`src/hw/rtl/emr_pkg.sv`:
```
// shared types, constants and helpers of the entropy mixer range reducer
package emr_pkg;

  localparam int WORD_W      = 32;
  localparam int CFG_INDEX_W = 2;
  localparam int Q_DEPTH     = 2;
  localparam int DIV_STEPS   = WORD_W;
  localparam int STEP_W      = $clog2(DIV_STEPS);

  localparam logic [CFG_INDEX_W-1:0] CFG_RANGE_ENABLE = 2'd0;
  localparam logic [CFG_INDEX_W-1:0] CFG_RANGE_LOW    = 2'd1;
  localparam logic [CFG_INDEX_W-1:0] CFG_RANGE_HIGH   = 2'd2;

  localparam logic [WORD_W-1:0] ACC_RESET  = 32'hDEADBEEF;
  localparam logic [WORD_W-1:0] LCG_MUL    = 32'd1664525;
  localparam logic [WORD_W-1:0] LCG_ADD    = 32'd1013904223;
  localparam logic [WORD_W-1:0] HIGH_RESET = 32'hFFFFFFFF;

  typedef struct packed {
    logic [WORD_W-1:0] sample_a;
    logic [WORD_W-1:0] sample_b;
    logic [WORD_W-1:0] sample_c;
    logic [WORD_W-1:0] sample_d;
    logic [WORD_W-1:0] timer_word;
  } in_item_t;

  typedef struct packed {
    logic [WORD_W-1:0] random_value;
    logic [WORD_W-1:0] draw_count;
  } out_item_t;

  typedef struct packed {
    logic              range_enable;
    logic [WORD_W-1:0] range_low;
    logic [WORD_W-1:0] range_high;
  } cfg_t;

  typedef enum logic [1:0] {
    KIND_RAW,
    KIND_EMPTY,
    KIND_RANGE
  } kind_t;

  typedef struct packed {
    kind_t             kind;
    logic [WORD_W-1:0] word;
    logic [WORD_W-1:0] count;
  } q_entry_t;

  function automatic logic [WORD_W-1:0] rotl(input logic [WORD_W-1:0] x, input int k);
    logic [2*WORD_W-1:0] dbl;
    dbl = {x, x} << k;
    return dbl[2*WORD_W-1:WORD_W];
  endfunction

endpackage

```
`src/hw/rtl/entropy_mixer_range_reducer.sv`:
```
// top level of the entropy mixer range reducer
//
// in_*: one item carries four noise samples and a timer word; accepted when
// in_valid is high and in_stall is low. out_*: one item carries the random
// value and the draw count; taken when out_valid is high and out_stall is low.
// cfg_*: register writes (0 range enable, 1 range low, 2 range high); the user
// must do them only while the block is idle (not enforced); other indexes are ignored.
// the front end mixes and steps the accumulator in the accept cycle (not for
// an empty range) and puts the item in a two-entry queue; the back end drains it.
// raw mode and empty range: queued, then registered; one item per cycle when not stalled.
// range mode: a restoring remainder unit, one bit a cycle, reduces the word
// and the rejection threshold together in 32 steps; the back end takes no new
// item until it is finished. rejected words give no item.
// reset clears the queue, the output valid, the accumulator (0xDEADBEEF)
// and the draw counter; registers go to enable 0, low 0, high all ones.
// a stalled output holds its item; the back end waits, the queue fills and
// in_stall rises once both entries are taken.
module entropy_mixer_range_reducer (
  input  logic                             clk,
  input  logic                             rst_n,
  input  logic                             in_valid,
  output logic                             in_stall,
  input  emr_pkg::in_item_t                in_item,
  output logic                             out_valid,
  input  logic                             out_stall,
  output emr_pkg::out_item_t               out_item,
  input  logic                             cfg_we,
  input  logic [emr_pkg::CFG_INDEX_W-1:0]  cfg_index,
  input  logic [emr_pkg::WORD_W-1:0]       cfg_data
);
  import emr_pkg::*;

  cfg_t     cfg_r, cfg_nxt;
  logic     q_push;
  logic     q_full;
  logic     q_pop;
  logic     q_valid;
  q_entry_t q_entry;
  q_entry_t q_head;

  always_comb begin
    cfg_nxt = cfg_r;
    if (cfg_we) begin
      case (cfg_index)
        CFG_RANGE_ENABLE: cfg_nxt.range_enable = cfg_data[0];
        CFG_RANGE_LOW:    cfg_nxt.range_low    = cfg_data;
        CFG_RANGE_HIGH:   cfg_nxt.range_high   = cfg_data;
        default:          cfg_nxt = cfg_r;
      endcase
    end
  end

  always_ff @(posedge clk) begin
    if (!rst_n) begin
      cfg_r.range_enable <= 1'b0;
      cfg_r.range_low    <= '0;
      cfg_r.range_high   <= HIGH_RESET;
    end else begin
      cfg_r <= cfg_nxt;
    end
  end

  emr_front u_front (
    .clk      (clk),
    .rst_n    (rst_n),
    .cfg      (cfg_r),
    .in_valid (in_valid),
    .in_stall (in_stall),
    .in_item  (in_item),
    .q_full   (q_full),
    .q_push   (q_push),
    .q_entry  (q_entry)
  );

  emr_queue u_queue (
    .clk        (clk),
    .rst_n      (rst_n),
    .push       (q_push),
    .push_entry (q_entry),
    .full       (q_full),
    .pop        (q_pop),
    .head_valid (q_valid),
    .head       (q_head)
  );

  emr_back u_back (
    .clk       (clk),
    .rst_n     (rst_n),
    .cfg       (cfg_r),
    .q_valid   (q_valid),
    .q_head    (q_head),
    .q_pop     (q_pop),
    .out_valid (out_valid),
    .out_stall (out_stall),
    .out_item  (out_item)
  );

`ifndef SYNTHESIS
  a_reset_clears_out: assert property (@(posedge clk) !rst_n |=> !out_valid)
    else $error("output valid after reset");

  a_accept_fills_queue: assert property (@(posedge clk) disable iff (!rst_n)
    (in_valid && !in_stall) |=> q_valid)
    else $error("accepted item missing from queue");

  a_no_pop_when_empty: assert property (@(posedge clk) disable iff (!rst_n)
    q_pop |-> q_valid)
    else $error("queue popped while empty");
`endif

endmodule

```
`src/hw/rtl/emr_front.sv`:
```
// front end: accepts items, mixes samples, steps the accumulator and classifies
module emr_front (
  input  logic              clk,
  input  logic              rst_n,
  input  emr_pkg::cfg_t     cfg,
  input  logic              in_valid,
  output logic              in_stall,
  input  emr_pkg::in_item_t in_item,
  input  logic              q_full,
  output logic              q_push,
  output emr_pkg::q_entry_t q_entry
);
  import emr_pkg::*;

  logic [WORD_W-1:0] acc_r, acc_nxt;
  logic [WORD_W-1:0] cnt_r, cnt_nxt;
  logic [WORD_W-1:0] mixed;
  logic [WORD_W-1:0] acc_mix;
  logic [WORD_W-1:0] acc_step;
  logic [WORD_W-1:0] cnt_inc;
  logic              empty_range;

  assign in_stall = q_full;
  assign q_push   = in_valid && !q_full;

  always_comb begin
    mixed = in_item.sample_a ^ rotl(in_item.sample_b, 7) ^ rotl(in_item.sample_c, 13)
          ^ rotl(in_item.sample_d, 17);
    acc_mix  = acc_r ^ mixed ^ in_item.timer_word;
    acc_step = acc_mix * LCG_MUL + LCG_ADD;
    cnt_inc  = cnt_r + 32'd1;
    empty_range = cfg.range_enable && (cfg.range_low >= cfg.range_high);

    acc_nxt = acc_r;
    cnt_nxt = cnt_r;
    if (empty_range) begin
      q_entry.kind  = KIND_EMPTY;
      q_entry.word  = cfg.range_low;
      q_entry.count = cnt_r;
    end else begin
      q_entry.kind  = cfg.range_enable ? KIND_RANGE : KIND_RAW;
      q_entry.word  = mixed ^ acc_step;
      q_entry.count = cnt_inc;
      if (q_push) begin
        acc_nxt = acc_step;
        cnt_nxt = cnt_inc;
      end
    end
  end

  always_ff @(posedge clk) begin
    if (!rst_n) begin
      acc_r <= ACC_RESET;
      cnt_r <= '0;
    end else begin
      acc_r <= acc_nxt;
      cnt_r <= cnt_nxt;
    end
  end

endmodule

```
`src/hw/rtl/emr_queue.sv`:
```
// short item queue between front end and back end
module emr_queue (
  input  logic              clk,
  input  logic              rst_n,
  input  logic              push,
  input  emr_pkg::q_entry_t push_entry,
  output logic              full,
  input  logic              pop,
  output logic              head_valid,
  output emr_pkg::q_entry_t head
);
  import emr_pkg::*;

  localparam int PTR_W = (Q_DEPTH > 1) ? $clog2(Q_DEPTH) : 1;
  localparam int CNT_W = $clog2(Q_DEPTH + 1);

  q_entry_t         mem_r [Q_DEPTH];
  logic [PTR_W-1:0] wr_ptr_r, wr_ptr_nxt;
  logic [PTR_W-1:0] rd_ptr_r, rd_ptr_nxt;
  logic [CNT_W-1:0] count_r, count_nxt;

  assign full       = (count_r == CNT_W'(Q_DEPTH));
  assign head_valid = (count_r != '0);
  assign head       = mem_r[rd_ptr_r];

  always_comb begin
    wr_ptr_nxt = wr_ptr_r;
    rd_ptr_nxt = rd_ptr_r;
    count_nxt  = count_r;
    if (push) begin
      wr_ptr_nxt = (wr_ptr_r == PTR_W'(Q_DEPTH - 1)) ? '0 : wr_ptr_r + PTR_W'(1);
    end
    if (pop) begin
      rd_ptr_nxt = (rd_ptr_r == PTR_W'(Q_DEPTH - 1)) ? '0 : rd_ptr_r + PTR_W'(1);
    end
    if (push && !pop) begin
      count_nxt = count_r + CNT_W'(1);
    end else if (pop && !push) begin
      count_nxt = count_r - CNT_W'(1);
    end
  end

  always_ff @(posedge clk) begin
    if (!rst_n) begin
      wr_ptr_r <= '0;
      rd_ptr_r <= '0;
      count_r  <= '0;
    end else begin
      wr_ptr_r <= wr_ptr_nxt;
      rd_ptr_r <= rd_ptr_nxt;
      count_r  <= count_nxt;
    end
  end

  always_ff @(posedge clk) begin
    if (push) begin
      mem_r[wr_ptr_r] <= push_entry;
    end
  end

endmodule

```
`src/hw/rtl/emr_back.sv`:
```
// back end: bit-serial range reduction, rejection and output register
module emr_back (
  input  logic               clk,
  input  logic               rst_n,
  input  emr_pkg::cfg_t      cfg,
  input  logic               q_valid,
  input  emr_pkg::q_entry_t  q_head,
  output logic               q_pop,
  output logic               out_valid,
  input  logic               out_stall,
  output emr_pkg::out_item_t out_item
);
  import emr_pkg::*;

  typedef enum logic [1:0] {
    S_IDLE,
    S_DIV,
    S_DONE
  } state_t;

  state_t            state_r, state_nxt;
  logic              out_valid_r, out_valid_nxt;
  out_item_t         out_item_r, out_item_nxt;
  logic [WORD_W:0]   span_r, span_nxt;
  logic [WORD_W-1:0] word_r, word_nxt;
  logic [WORD_W-1:0] word_sh_r, word_sh_nxt;
  logic [WORD_W-1:0] thr_sh_r, thr_sh_nxt;
  logic [WORD_W:0]   rem_w_r, rem_w_nxt;
  logic [WORD_W:0]   rem_t_r, rem_t_nxt;
  logic [WORD_W-1:0] count_r, count_nxt;
  logic [STEP_W-1:0] step_r, step_nxt;
  logic              out_free;

  function automatic logic [WORD_W:0] rem_step(input logic [WORD_W:0] rem,
                                               input logic bit_in,
                                               input logic [WORD_W:0] span);
    logic [WORD_W+1:0] trial;
    logic [WORD_W+1:0] diff;
    trial = {rem, bit_in};
    diff  = trial - {1'b0, span};
    return (trial >= {1'b0, span}) ? diff[WORD_W:0] : trial[WORD_W:0];
  endfunction

  assign out_valid = out_valid_r;
  assign out_item  = out_item_r;
  assign out_free  = !out_valid_r || !out_stall;

  always_comb begin
    state_nxt     = state_r;
    out_valid_nxt = out_valid_r;
    out_item_nxt  = out_item_r;
    span_nxt      = span_r;
    word_nxt      = word_r;
    word_sh_nxt   = word_sh_r;
    thr_sh_nxt    = thr_sh_r;
    rem_w_nxt     = rem_w_r;
    rem_t_nxt     = rem_t_r;
    count_nxt     = count_r;
    step_nxt      = step_r;
    q_pop         = 1'b0;

    if (out_valid_r && !out_stall) begin
      out_valid_nxt = 1'b0;
    end

    case (state_r)
      S_IDLE: begin
        if (q_valid) begin
          if (q_head.kind == KIND_RANGE) begin
            q_pop       = 1'b1;
            span_nxt    = {1'b0, cfg.range_high} - {1'b0, cfg.range_low} + 33'd1;
            word_nxt    = q_head.word;
            word_sh_nxt = q_head.word;
            thr_sh_nxt  = cfg.range_low - cfg.range_high - 32'd1;
            rem_w_nxt   = '0;
            rem_t_nxt   = '0;
            count_nxt   = q_head.count;
            step_nxt    = '0;
            state_nxt   = S_DIV;
          end else if (out_free) begin
            q_pop                     = 1'b1;
            out_valid_nxt             = 1'b1;
            out_item_nxt.random_value = q_head.word;
            out_item_nxt.draw_count   = q_head.count;
          end
        end
      end
      S_DIV: begin
        rem_w_nxt   = rem_step(rem_w_r, word_sh_r[WORD_W-1], span_r);
        rem_t_nxt   = rem_step(rem_t_r, thr_sh_r[WORD_W-1], span_r);
        word_sh_nxt = word_sh_r << 1;
        thr_sh_nxt  = thr_sh_r << 1;
        step_nxt    = step_r + STEP_W'(1);
        if (step_r == STEP_W'(DIV_STEPS - 1)) begin
          state_nxt = S_DONE;
        end
      end
      S_DONE: begin
        if ({1'b0, word_r} < rem_t_r) begin
          state_nxt = S_IDLE;
        end else if (out_free) begin
          out_valid_nxt             = 1'b1;
          out_item_nxt.random_value = cfg.range_low + rem_w_r[WORD_W-1:0];
          out_item_nxt.draw_count   = count_r;
          state_nxt                 = S_IDLE;
        end
      end
      default: begin
        state_nxt = S_IDLE;
      end
    endcase
  end

  always_ff @(posedge clk) begin
    if (!rst_n) begin
      state_r     <= S_IDLE;
      out_valid_r <= 1'b0;
      step_r      <= '0;
    end else begin
      state_r     <= state_nxt;
      out_valid_r <= out_valid_nxt;
      step_r      <= step_nxt;
    end
    out_item_r <= out_item_nxt;
    span_r     <= span_nxt;
    word_r     <= word_nxt;
    word_sh_r  <= word_sh_nxt;
    thr_sh_r   <= thr_sh_nxt;
    rem_w_r    <= rem_w_nxt;
    rem_t_r    <= rem_t_nxt;
    count_r    <= count_nxt;
  end

endmodule
```
`config.mk`:
```
export PLATFORM = sky130hd
export DESIGN_NAME = entropy_mixer_range_reducer
export DESIGN_NICKNAME = d
export VERILOG_FILES = /design/src/hw/rtl/emr_pkg.sv /design/src/hw/rtl/entropy_mixer_range_reducer.sv /design/src/hw/rtl/emr_front.sv /design/src/hw/rtl/emr_queue.sv /design/src/hw/rtl/emr_back.sv
export SDC_FILE = /design/constraint.sdc
export NUM_CORES = 2
export LEC_CHECK = 0
export BUFFER_PORTS_ARGS = -buffer_cell sky130_fd_sc_hd__buf_4
export CAP_MARGIN = 40
export CORE_MARGIN = 5
export CORE_UTILIZATION = 60
export CTS_BUF_LIST = sky130_fd_sc_hd__clkbuf_16
export CTS_CLUSTER_SIZE = 30
export DETAILED_ROUTE_END_ITERATION = 7
export PLACE_DENSITY = 0.8
export SETUP_SLACK_MARGIN = 0.1
export SYNTH_ARGS = -nofsm -noshare
export SYNTH_HDL_FRONTEND = slang
export SYNTH_HIERARCHICAL = 1
export SYNTH_SLANG_ARGS = --single-unit
```
`constraint.sdc`:
```
create_clock -name clk -period 10.8 [get_ports clk]
set_clock_uncertainty 0.05 [all_clocks]
set_input_delay 1.62 -clock clk [delete_from_list [all_inputs] [get_ports clk]]
set_output_delay 1.62 -clock clk [all_outputs]
set_load 0.05 [all_outputs]
```
==> reports/metrics.cfg <==
[setup_path]
cp.depth = 25
crit_top_cell = fa_1
slowest_stage = xor2_1
slowest_delay_ns = 0.60
start_kind = input port
crit_family = adder cells
reg2reg_slack_ns = 3.18
critPathBufInv = 5
endpoint_kind = flip-flop
crit_fanout = 5
critical_path_class = input port to flip-flop
required_ns = 11.19
reg2reg_depth = 23
cp.arrival_ns = 9.06

[cells_and_area]
final_common_cell = nand2_1
final_nets = 5283
drive_above_1_share_pct = 11.8
final_cell_mix = nand2_1, inv_1, edfxtp_1, ha_1, buf_4
area_growth_pct = 12.4
fillers = 5442
finish.utilization_pct = 67.7

[routing]
routed_wl_um = 118000
route.detailed.drc = 1
ant_nets = 0
dr.pass1.iters = 8
wl_per_cell_um = 21.4
via_count = 32900
drtIter0Drc = 3263
via_per_inst = 5.96

[logic_synthesis]
ys_async_sr_fraction_pct = 0
syn_area_mm2 = 0.0420
ys.flop_type = edfxtp_1
netlist_instances = 4292
ys_ff_latch = 565
ys_types = 90
synth_fp_nets = 5049
synth-edff-count = 423
yosys_warnings = 6
syn_area_per_cell_um2 = 9.78
synth.yosys.seq_area_share_pct = 37.0

[timing]
worst_pin_slew_ns = 0.911
drv_slew = 0
fin_setup_tns_ns = 0
maxSlewHeadroom_pct = 38.8
finalCritPeriodShare_pct = 80.3
rsz0062_at_grt = no
fmaxAchievable_mhz = 115
min_period_ns = 8.67
finalHoldViolCount = 0
setup_viol = 0

[floorplanning]
die-width_um = 274
ioPinCount = 265
rows = 97
die_h_um = 274
dieArea_mm2 = 0.0753
start_util_pct = 60.2
coreArea_mm2 = 0.0697

[cts]
hold_buffers = 0
htreeDepth = 3
cts_buffer_depth = 3
path_clk_slew_ns = 0.06
post_cts_buffers = 0
clkSinkCount = 565
numCtsBuffers = 67
cts_tree = yes
cts_resized = 0
insertion_delay_ns = 0.63
root_buffer = clkbuf_16

[global_routing]
grtUsageTotal_pct = 31.1
antenna_found_initial = 5
grt_max_degree = 78
grt_pass1_vias = 32200
grt.overflow.total = 0
grt_pass1_wl_um = 183000

[min_path]
holdPathStages = 2
hp-class = flip-flop to flip-flop

[place]
io_buffers = 264
dpl.hpwl_um = 90500
gp_congestion = 0.960

[job]
drv_cap = 0

[status]
status = complete, but fails checks
violations = DRC

cell usage after synthesis, types with 51 or more instances:
| cell | number | share of area (%) |
|---|---|---|
| nand2_1 | 565 | 5.1 |
| clkbuf_1 | 80 | 0.72 |
| dfxtp_1 | 142 | 6.8 |
| mux2_2 | 70 | 1.9 |
| fa_1 | 143 | 6.8 |
| o21ai_0 | 168 | 2.0 |
| ha_1 | 415 | 12 |
| nand3_1 | 76 | 0.91 |
| a21o_1 | 88 | 1.6 |
| xor2_1 | 137 | 2.9 |
| mux2i_1 | 51 | 1.2 |
| edfxtp_1 | 423 | 30 |
| xnor2_1 | 280 | 5.8 |
| nor2_1 | 225 | 2.0 |
| inv_1 | 498 | 4.5 |
| a21oi_1 | 257 | 3.1 |
through the flow:
stage          std cells  cell area (um^2)  setup WS, ns  hold slack, ns
6_report            5522             47100          2.13           0.419
3_5_place_dp        5395             44900          1.57           0.407
3_3_place_gp        5386             44700          1.77           0.394
4_1_cts             5518             47100          2.18           0.415
5_1_grt             5522             47100          1.87           0.437
2_1_floorplan       4292             42000          2.24           0.385
area by class of cell:
cell class | count | area [um^2] | share of cell area, %
antenna | 2 | 5.00 | 0.0106
clock buffer | 70 | 1750 | 3.72
clock inverter | 53 | 493 | 1.05
inverter | 500 | 1880 | 3.99
multi-input combinational | 3092 | 23900 | 50.8
sequential | 565 | 15500 | 33.0
tap | 940 | 1180 | 2.49
timing repair buffer | 300 | 2350 | 4.99
registers in the layout, summed over array words and instances (netlist names), 32 cells and up, named ones only:
| name | cells |
|---|---|
| u_back/count_r | 32 |
| u_queue/mem_r | 132 |
| u_front/cnt_r | 32 |
| u_back/span_r | 33 |
| u_back/word_sh_r | 32 |
| u_back/rem_t_r | 33 |
| cfg_r | 65 |
| u_front/acc_r | 32 |
| u_back/word_r | 32 |
| u_back/rem_w_r | 33 |
| u_back/thr_sh_r | 32 |
| u_back/out_item | 64 |
final timing paths:
kind                     startpoint                    to
setup / recovery       in_item[123]  u_queue/mem_r[1][62]
hold / removal    u_front/cnt_r[30]     u_front/cnt_r[30]
setup reg to reg   u_front/acc_r[2]  u_queue/mem_r[1][62]
hold reg to reg   u_front/cnt_r[30]     u_front/cnt_r[30]
routing by layer:
layer  track usage (%)  up-vias  routed length [um]
li1                  -    15300                   -
met1              41.1    15900               47700
met2              50.9     1376               55800
met3              4.31      291                8400
met4              15.0        2                6440
met5                 0        -                  20
tightest hold or removal path: stages (launching register included):
cell and delay (ns):
dfxtp_1 0.31, nand2_1 0.05, mux2i_1 0.06
logic make-up (layout without fill, tap and decap cells):
group / after synthesis / in the layout / share of synthesized area [%]
simple gates: 1175 / 1175 / 12.9
compound gates: 817 / 817 / 12.8
buf+inv: 635 / 923 / 6.05
flops: 565 / 565 / 37.0
fa+ha+maj: 558 / 558 / 19.2
xor+xnor: 421 / 421 / 8.93
mux: 121 / 121 / 3.10
other cells: 0 / 2 / 0
Power is left out: the tool's default activity adds up to more than one toggle a clock period on the data nets, which glitch-free logic cannot reach.
